--- config.mk ---
export PLATFORM = sky130hd
export DESIGN_NAME = lru_key_value_cache_core
export DESIGN_NICKNAME = d
export VERILOG_FILES = /design/src/sv/lkvc_pkg.sv /design/src/sv/lkvc_store.sv /design/src/sv/lkvc_ctrl.sv /design/src/sv/lru_key_value_cache_core.sv
export SDC_FILE = /design/constraint.sdc
export NUM_CORES = 1
export LEC_CHECK = 0
export ABC_AREA = 1
export BUFFER_PORTS_ARGS = -buffer_cell sky130_fd_sc_hd__buf_2
export CAP_MARGIN = 20
export CORE_UTILIZATION = 40
export DETAILED_ROUTE_END_ITERATION = 10
export GPL_TIMING_DRIVEN = 0
export HOLD_SLACK_MARGIN = 0.03
export SLEW_MARGIN = 10
export SYNTH_ARGS = -nofsm -noshare
export SYNTH_HDL_FRONTEND = slang
export SYNTH_SLANG_ARGS = --single-unit
export TNS_END_PERCENT = 10
--- constraint.sdc ---
create_clock -name i_clk -period 21.1 [get_ports i_clk]
set_input_delay 2.11 -clock i_clk [delete_from_list [all_inputs] [get_ports i_clk]]
set_output_delay 2.11 -clock i_clk [all_outputs]
set_load 0.01 [all_outputs]
--- src/sv/lkvc_pkg.sv ---
// Shared constants, codes and structs for the LRU key/value cache.
// Used by lkvc_store, lkvc_ctrl and lru_key_value_cache_core; no dependencies.
`timescale 1ns / 1ps

package lkvc_pkg;

    localparam int CAPACITY   = 10;
    localparam int KEY_BITS   = 16;
    localparam int VALUE_BITS = 32;

    localparam int IDX_W     = $clog2(CAPACITY);
    localparam int CNT_W     = $clog2(CAPACITY + 1);
    localparam int IN_DATA_W = ((KEY_BITS + VALUE_BITS + 7) / 8) * 8;
    localparam int OUT_DATA_W = ((VALUE_BITS + 7) / 8) * 8;

    typedef enum logic {
        OP_LOOKUP = 1'b0,
        OP_INSERT = 1'b1
    } t_op;

    typedef enum logic [1:0] {
        ST_IDLE,
        ST_SCAN,
        ST_DONE
    } t_state;

    // update request to the slot chain: slots 1..pos take their neighbor, slot 0 the new entry
    typedef struct packed {
        logic                  upd;
        logic                  ins;
        logic [IDX_W-1:0]      pos;
        logic [KEY_BITS-1:0]   key;
        logic [VALUE_BITS-1:0] value;
    } t_store_cmd;

    typedef struct packed {
        logic [CNT_W-1:0]      count;
        logic                  full;
        logic                  match;
        logic [VALUE_BITS-1:0] rd_value;
    } t_store_stat;

    typedef struct packed {
        logic                  load;
        logic                  found;
        logic [VALUE_BITS-1:0] value;
        logic                  evicted;
    } t_result;

endpackage

--- src/sv/lkvc_store.sv ---
// Recency-ordered slot chain with entry count and the shared key comparator.
// Depends on lkvc_pkg.
`timescale 1ns / 1ps

module lkvc_store (
    input  logic                      i_clk,
    input  logic                      i_rst_n,
    input  lkvc_pkg::t_store_cmd      i_cmd,
    input  logic [lkvc_pkg::CNT_W-1:0] i_rd_idx,
    input  logic [lkvc_pkg::KEY_BITS-1:0] i_cmp_key,
    output lkvc_pkg::t_store_stat     o_stat
);

    logic [lkvc_pkg::KEY_BITS-1:0]   r_key [lkvc_pkg::CAPACITY];
    logic [lkvc_pkg::VALUE_BITS-1:0] r_val [lkvc_pkg::CAPACITY];
    logic [lkvc_pkg::CNT_W-1:0]      r_count;
    logic [lkvc_pkg::CNT_W-1:0]      n_count;
    logic                            w_full;
    logic                            w_in_range;
    logic [lkvc_pkg::IDX_W-1:0]      w_slot;

    assign w_full     = (r_count == lkvc_pkg::CNT_W'(lkvc_pkg::CAPACITY));
    assign w_in_range = (i_rd_idx < r_count);
    assign w_slot     = i_rd_idx[lkvc_pkg::IDX_W-1:0];

    // one compare per cycle against the slot under the scan index
    always_comb begin
        o_stat.count    = r_count;
        o_stat.full     = w_full;
        o_stat.match    = w_in_range && (r_key[w_slot] == i_cmp_key);
        o_stat.rd_value = r_val[w_slot];
    end

    always_comb begin
        n_count = r_count;
        if (i_cmd.upd && i_cmd.ins && !w_full) begin
            n_count = r_count + 1'b1;
        end
    end

    always_ff @(posedge i_clk) begin
        if (!i_rst_n) begin
            r_count <= '0;
        end else begin
            r_count <= n_count;
        end
    end

    always_ff @(posedge i_clk) begin
        if (i_cmd.upd) begin
            r_key[0] <= i_cmd.key;
            r_val[0] <= i_cmd.value;
            for (int i = 1; i < lkvc_pkg::CAPACITY; i++) begin
                if (lkvc_pkg::IDX_W'(i) <= i_cmd.pos) begin
                    r_key[i] <= r_key[i-1];
                    r_val[i] <= r_val[i-1];
                end
            end
        end
    end

    a_count_bound: assert property (@(posedge i_clk) disable iff (!i_rst_n)
        r_count <= lkvc_pkg::CNT_W'(lkvc_pkg::CAPACITY))
        else $error("entry count above capacity");

    a_front_written: assert property (@(posedge i_clk) disable iff (!i_rst_n)
        i_cmd.upd |=> (r_key[0] == $past(i_cmd.key)) && (r_val[0] == $past(i_cmd.value)))
        else $error("front slot not loaded on update");

    a_move_keeps_count: assert property (@(posedge i_clk) disable iff (!i_rst_n)
        (i_cmd.upd && !i_cmd.ins) |=> $stable(r_count))
        else $error("count changed on move to front");

endmodule

--- src/sv/lkvc_ctrl.sv ---
// Sequencer: latches a request, walks the shared comparator over the slots for a lookup,
// then issues the result word and, for an insert or a hit, the chain update. Depends on lkvc_pkg.
`timescale 1ns / 1ps

module lkvc_ctrl (
    input  logic                          i_clk,
    input  logic                          i_rst_n,
    input  logic                          i_req_valid,
    output logic                          o_req_ready,
    input  lkvc_pkg::t_op                 i_req_op,
    input  logic [lkvc_pkg::KEY_BITS-1:0] i_req_key,
    input  logic [lkvc_pkg::VALUE_BITS-1:0] i_req_value,
    input  logic                          i_out_free,
    input  lkvc_pkg::t_store_stat         i_stat,
    output lkvc_pkg::t_store_cmd          o_cmd,
    output logic [lkvc_pkg::CNT_W-1:0]    o_rd_idx,
    output logic [lkvc_pkg::KEY_BITS-1:0] o_cmp_key,
    output lkvc_pkg::t_result             o_result
);

    lkvc_pkg::t_state                r_state, n_state;
    lkvc_pkg::t_op                   r_op, n_op;
    logic [lkvc_pkg::KEY_BITS-1:0]   r_key, n_key;
    logic [lkvc_pkg::VALUE_BITS-1:0] r_val, n_val;
    logic [lkvc_pkg::CNT_W-1:0]      r_idx, n_idx;
    logic                            r_hit, n_hit;
    logic [lkvc_pkg::IDX_W-1:0]      r_pos, n_pos;
    logic                            w_accept;
    logic                            w_scan_end;

    assign w_accept   = i_req_valid && o_req_ready;
    assign w_scan_end = (r_idx == i_stat.count);

    // next state
    always_comb begin
        n_state = r_state;
        unique case (r_state)
            lkvc_pkg::ST_IDLE: begin
                if (i_req_valid) begin
                    n_state = (i_req_op == lkvc_pkg::OP_INSERT) ? lkvc_pkg::ST_DONE
                                                                : lkvc_pkg::ST_SCAN;
                end
            end
            lkvc_pkg::ST_SCAN: begin
                if (w_scan_end || i_stat.match) begin
                    n_state = lkvc_pkg::ST_DONE;
                end
            end
            lkvc_pkg::ST_DONE: begin
                if (i_out_free) begin
                    n_state = lkvc_pkg::ST_IDLE;
                end
            end
            default: n_state = lkvc_pkg::ST_IDLE;
        endcase
    end

    // outputs and datapath registers
    always_comb begin
        o_req_ready = 1'b0;
        o_rd_idx    = r_idx;
        o_cmp_key   = r_key;
        o_cmd       = '0;
        o_result    = '0;
        n_op  = r_op;
        n_key = r_key;
        n_val = r_val;
        n_idx = r_idx;
        n_hit = r_hit;
        n_pos = r_pos;
        unique case (r_state)
            lkvc_pkg::ST_IDLE: begin
                o_req_ready = 1'b1;
                if (w_accept) begin
                    n_op  = i_req_op;
                    n_key = i_req_key;
                    n_val = i_req_value;
                    n_idx = '0;
                    n_hit = 1'b0;
                    n_pos = '0;
                end
            end
            lkvc_pkg::ST_SCAN: begin
                if (!w_scan_end) begin
                    if (i_stat.match) begin
                        n_hit = 1'b1;
                        n_pos = r_idx[lkvc_pkg::IDX_W-1:0];
                        n_val = i_stat.rd_value;
                    end else begin
                        n_idx = r_idx + 1'b1;
                    end
                end
            end
            lkvc_pkg::ST_DONE: begin
                if (i_out_free) begin
                    o_cmd.upd     = (r_op == lkvc_pkg::OP_INSERT) || r_hit;
                    o_cmd.ins     = (r_op == lkvc_pkg::OP_INSERT);
                    o_cmd.pos     = (r_op == lkvc_pkg::OP_INSERT)
                                  ? lkvc_pkg::IDX_W'(lkvc_pkg::CAPACITY - 1) : r_pos;
                    o_cmd.key     = r_key;
                    o_cmd.value   = r_val;
                    o_result.load = 1'b1;
                    o_result.found   = (r_op == lkvc_pkg::OP_LOOKUP) && r_hit;
                    o_result.value   = ((r_op == lkvc_pkg::OP_LOOKUP) && r_hit) ? r_val : '0;
                    o_result.evicted = (r_op == lkvc_pkg::OP_INSERT) && i_stat.full;
                end
            end
            default: begin
            end
        endcase
    end

    always_ff @(posedge i_clk) begin
        if (!i_rst_n) begin
            r_state <= lkvc_pkg::ST_IDLE;
        end else begin
            r_state <= n_state;
        end
    end

    always_ff @(posedge i_clk) begin
        r_op  <= n_op;
        r_key <= n_key;
        r_val <= n_val;
        r_idx <= n_idx;
        r_hit <= n_hit;
        r_pos <= n_pos;
    end

    a_scan_in_bounds: assert property (@(posedge i_clk) disable iff (!i_rst_n)
        (r_state == lkvc_pkg::ST_SCAN) |-> (r_idx <= i_stat.count))
        else $error("scan index ran past entry count");

    a_result_needs_room: assert property (@(posedge i_clk) disable iff (!i_rst_n)
        o_result.load |-> i_out_free)
        else $error("result issued while output word occupied");

    a_hit_only_lookup: assert property (@(posedge i_clk) disable iff (!i_rst_n)
        o_result.load |-> !(o_result.found && o_result.evicted))
        else $error("result flags both found and evicted");

endmodule

--- src/sv/lru_key_value_cache_core.sv ---
// Lookup: the shared comparator scans from slot 0 (most recent) to a hit in slot p,
// or over all count entries on a miss; result valid and ready rise together.
// Insert skips the scan. One request at a time; the comparator steps one slot a cycle.
// Synchronous active-low reset empties the cache (count cleared) and the output register.
// Depends on lkvc_pkg, lkvc_ctrl and lkvc_store.
`timescale 1ns / 1ps

module lru_key_value_cache_core (
    input  logic                             i_clk,
    input  logic                             i_rst_n,
    input  logic                             i_s_axis_tvalid,
    output logic                             o_s_axis_tready,
    input  logic [lkvc_pkg::IN_DATA_W-1:0]   i_s_axis_tdata,  // key_id, entry_value
    input  logic                             i_s_axis_tuser,  // operation
    output logic                             o_m_axis_tvalid,
    input  logic                             i_m_axis_tready,
    output logic [lkvc_pkg::OUT_DATA_W-1:0]  o_m_axis_tdata,  // found_value
    output logic [1:0]                       o_m_axis_tuser   // found, evicted
);

    lkvc_pkg::t_store_cmd            w_cmd;
    lkvc_pkg::t_store_stat           w_stat;
    lkvc_pkg::t_result               w_result;
    logic [lkvc_pkg::CNT_W-1:0]      w_rd_idx;
    logic [lkvc_pkg::KEY_BITS-1:0]   w_cmp_key;
    logic                            w_out_free;

    logic                            r_out_valid;
    logic                            r_found;
    logic [lkvc_pkg::VALUE_BITS-1:0] r_found_value;
    logic                            r_evicted;

    assign w_out_free = !r_out_valid || i_m_axis_tready;

    lkvc_ctrl u_ctrl (
        .i_clk       (i_clk),
        .i_rst_n     (i_rst_n),
        .i_req_valid (i_s_axis_tvalid),
        .o_req_ready (o_s_axis_tready),
        .i_req_op    (lkvc_pkg::t_op'(i_s_axis_tuser)),
        .i_req_key   (i_s_axis_tdata[lkvc_pkg::KEY_BITS-1:0]),
        .i_req_value (i_s_axis_tdata[lkvc_pkg::KEY_BITS +: lkvc_pkg::VALUE_BITS]),
        .i_out_free  (w_out_free),
        .i_stat      (w_stat),
        .o_cmd       (w_cmd),
        .o_rd_idx    (w_rd_idx),
        .o_cmp_key   (w_cmp_key),
        .o_result    (w_result)
    );

    lkvc_store u_store (
        .i_clk     (i_clk),
        .i_rst_n   (i_rst_n),
        .i_cmd     (w_cmd),
        .i_rd_idx  (w_rd_idx),
        .i_cmp_key (w_cmp_key),
        .o_stat    (w_stat)
    );

    // output word register
    always_ff @(posedge i_clk) begin
        if (!i_rst_n) begin
            r_out_valid <= 1'b0;
        end else if (w_result.load) begin
            r_out_valid <= 1'b1;
        end else if (i_m_axis_tready) begin
            r_out_valid <= 1'b0;
        end
    end

    always_ff @(posedge i_clk) begin
        if (w_result.load) begin
            r_found       <= w_result.found;
            r_found_value <= w_result.value;
            r_evicted     <= w_result.evicted;
        end
    end

    assign o_m_axis_tvalid = r_out_valid;
    assign o_m_axis_tdata  = lkvc_pkg::OUT_DATA_W'(r_found_value);
    assign o_m_axis_tuser  = {r_evicted, r_found};

endmodule
==> qor.json <==
{
  "die": {
    "fp.dieW_um": 243,
    "floorplan.io_pins": 89,
    "initial_util": 0.405,
    "core_um2": 57600,
    "design.die.area_um2": 59200,
    "die_y_um": 243,
    "row_count": 88
  },
  "global_routing": {
    "globalRoute.totalOverflow": 0,
    "wire_length_of_the_first_global_routing_pass_um": 96600,
    "grt_start_max_net_pins": 49,
    "grt_use_total": 0.219,
    "grt_antenna_before_repair": 0,
    "grt_pass1_vias": 15600
  },
  "cells_and_area": {
    "drive_above_1_share": 0.115,
    "final_util": 0.474,
    "fillers": 5088,
    "finish.cell_count_without_fillers": 2871,
    "insertedDiodeCount": 0,
    "finish.instance_area_um2": 27300,
    "syn2layout_area_growth_pct": 17.2,
    "design.final.nets": 2122
  },
  "pwr": {
    "static_leak_nw": 9.75,
    "totalPowerFinal_w": 0.00278,
    "p_int_w": 0.00204,
    "power-per-cell-area_nw_per_um2": 102,
    "comb_power_share": 0.135,
    "ir_worst_vdd_mv": 0.0685,
    "netSwitchingFraction": 0.267,
    "pwr-share-seq": 0.484,
    "power.switching_w": 0.000743,
    "power_frac_clock": 0.380
  },
  "job": {
    "cap_violations": 0
  },
  "detailed_routing": {
    "drt.antenna.violating_nets": 0,
    "routed_wire_length_per_instance_um": 22.7,
    "routed_wirelength_um": 65100,
    "dr.first_iter.drc_count": 1857,
    "route.detailed.drc": 0,
    "viasPerCell": 5.47,
    "dr_total_vias": 15700,
    "detailedRoute.firstPassIterationCount": 6
  },
  "cts": {
    "tritoncts": "built",
    "cts_max_path_buffers": 3,
    "clkSinkCount": 583,
    "post_cts_hold_buffer_count": 0,
    "post_cts_buffers": 0,
    "cts.reportedPaths.clkPinSlew_ns": 0.06,
    "worstSkewPairLatency_ns": 0.63,
    "cts_buffers": 58,
    "clock-root-buffer": "clkbuf_16",
    "postCtsResizedCells": 0,
    "htree_levels": 2
  },
  "status": {
    "status": "finished clean"
  },
  "worst_setup_path": {
    "worst_setup_path_start_kind": "input port",
    "critical_path.max_fanout": 18,
    "timing.critical_path.arrival_ns": 4.96,
    "timing.critical_path.cells": "buf_2 -> nor2_1 -> nor2_4 -> o21ai_0 -> inv_1 -> nor2_1 -> a31oi_4 -> buf_16 -> buf_16",
    "crit_path_end_kind": "register",
    "worst-r2r-setup-slack_ns": 17.53,
    "cp_slowest_stage_delay_ns": 0.73,
    "critical_path_required_ns": 21.48,
    "worst-setup-path-type": "in2reg",
    "critical_path_slowest_stage_cell": "nor2_1"
  },
  "sta": {
    "setup-violations-final": 0,
    "final-hold-violation-count": 0,
    "grt_setup_unrepaired": "no",
    "slew_headroom": 0.284,
    "final_period_minus_worst_setup_slack_ns": 4.58,
    "finalClockSkew_ns": 0.0156,
    "setup_total_negative_slack_ns": 0,
    "worstMarginPinSlew_ns": 1.07,
    "maxClockFrequency_ghz": 0.219,
    "final_max_slew_viol_count": 0,
    "final_min_period_over_clock_period": 0.217
  },
  "synth": {
    "share_of_the_synthesized_area_in_the_top_cell_type": 0.737,
    "commonest_register_cell_after_synthesis": "edfxtp_1",
    "mappedNetlistNets": 1948,
    "yosysTopAreaCell": "edfxtp_1",
    "synth_edf_count": 572,
    "postSynthCellCount": 1888,
    "yosys_warnings": 0,
    "synth.most_common_cell": "edfxtp_1",
    "post_synth.cell_area_avg_um2": 12.3,
    "asyncSetResetFlopFracSynth": 0,
    "yosysSeqAreaShare": 0.747,
    "ys_ff_latch": 583,
    "netlist_top_cells_count": "edfxtp_1 (572), nor2_1 (404), nand2_1 (197)",
    "synth.area.top_cells": "edfxtp_1 (74%), nor2_1 (6.5%), o21ai_0 (4.0%)",
    "synth.cell_area_um2": 23300,
    "netlist-cell-type-count": 31
  },
  "place": {
    "placed_cells_incl_taps": 2767,
    "hpwl_um": 44200,
    "finalWeightedCongestion": 0.855,
    "io_buffers": 88,
    "dpl-instance-area_um2": 25400
  },
  "worst_hold_path": {
    "hold_class": "reg2reg"
  }
}
metal layers:
| metal | wire [um] | GRT usage | up-vias |
|---|---|---|---|
| met3 | 5040 | 0.0339 | 156 |
| li1 | - | - | 7058 |
| met4 | 2320 | 0.0888 | 0 |
| met1 | 25800 | 0.282 | 7731 |
| met2 | 32000 | 0.369 | 766 |
| met5 | 0 | 0 | - |
critical path: cells and delay by family:
kind / cells / cell delay [ns]
simple gates: 3 / 1.18
compound gates: 2 / 0.89
buf+inv: 4 / 0.74
placed cells by master, fill, tap and decap left out, types with 9 or more instances in the layout:
master | Yosys | final
o21ai_0 | 188 | 187
o22ai_1 | 22 | 22
o211ai_1 | 29 | 29
nor2_1 | 404 | 398
buf_2 | 19 | 107
clkinv_2 | 0 | 9
o221ai_1 | 42 | 42
buf_1 | 14 | 14
clkbuf_16 | 0 | 59
nand2_1 | 197 | 197
buf_16 | 0 | 14
nand3_1 | 103 | 103
clkbuf_1 | 70 | 80
inv_1 | 130 | 129
edfxtp_1 | 572 | 572
clkinv_1 | 1 | 10
dfxtp_1 | 11 | 11
a31oi_1 | 34 | 33
o21ai_1 | 11 | 11
flip-flops by register name, indices dropped and copies added, names as in the netlist, named ones only:
| signal | count |
|---|---|
| u_ctrl.o_cmp_key | 16 |
| u_ctrl.r_pos | 4 |
| u_store.r_key | 160 |
| u_ctrl.o_rd_idx | 4 |
| u_store.r_val | 320 |
| r_found | 1 |
| u_ctrl.r_val | 32 |
| u_store.r_count | 4 |
| o_m_axis_tdata | 32 |
| u_ctrl.r_op | 1 |
| u_ctrl.r_hit | 1 |
| r_evicted | 1 |
| o_m_axis_tvalid | 1 |
| u_ctrl.r_state | 2 |
stage by stage:
stage,worst slack [ns],hold WS (ns)
after floorplan,12.45,0.421
after global placement,7.08,0.422
after detailed placement,15.79,0.426
after CTS,16.45,0.443
after global routing,16.33,0.451
final,16.52,0.442
path summary, 6_finish.rpt:
path / to / depth (start not counted) / from
min reg2reg: u_store.r_val[6][2] / 0 / u_store.r_val[5][2]
max: u_store.r_key[1][0] / 9 / i_m_axis_tready
min: u_store.r_val[6][2] / 0 / u_store.r_val[5][2]
max reg2reg: u_store.r_key[1][0] / 10 / u_ctrl.r_state[1]
layout make-up:
type / count / area (um2) / share of cell area
clock buffers: 72 / 1560 / 0.0569
well taps: 765 / 957 / 0.0350
repair buffers: 114 / 1010 / 0.0371
flip-flops and latches: 583 / 17400 / 0.637
clock inverters: 32 / 359 / 0.0131
multi-input cells: 1062 / 5070 / 0.186
plain buffers: 109 / 455 / 0.0167
inverters: 134 / 505 / 0.0185
cell families (layout without fill, tap and decap cells):
family,Yosys count,count (layout),synth area share
AO/OA/AOI/OAI,341,341,0.0867
XOR/XNOR,1,1,0.000376
adder cells (fa/ha/maj),7,7,0.00376
buffers and inverters,243,461,0.0411
flip-flops,583,583,0.747
AND/OR/NAND/NOR,713,713,0.121
power by group through the flow:
stage	Combinational, W	Sequential [W]	Clock [W]
global placement	0.000350	0.00138	0
CTS	0.000375	0.00135	0.00107
global route	0.000408	0.00135	0.00111
detailed placement	0.000374	0.00137	0
floorplan	0.000213	0.00137	0
finish	0.000376	0.00135	0.00106
(Power assumes the default switching activity.)
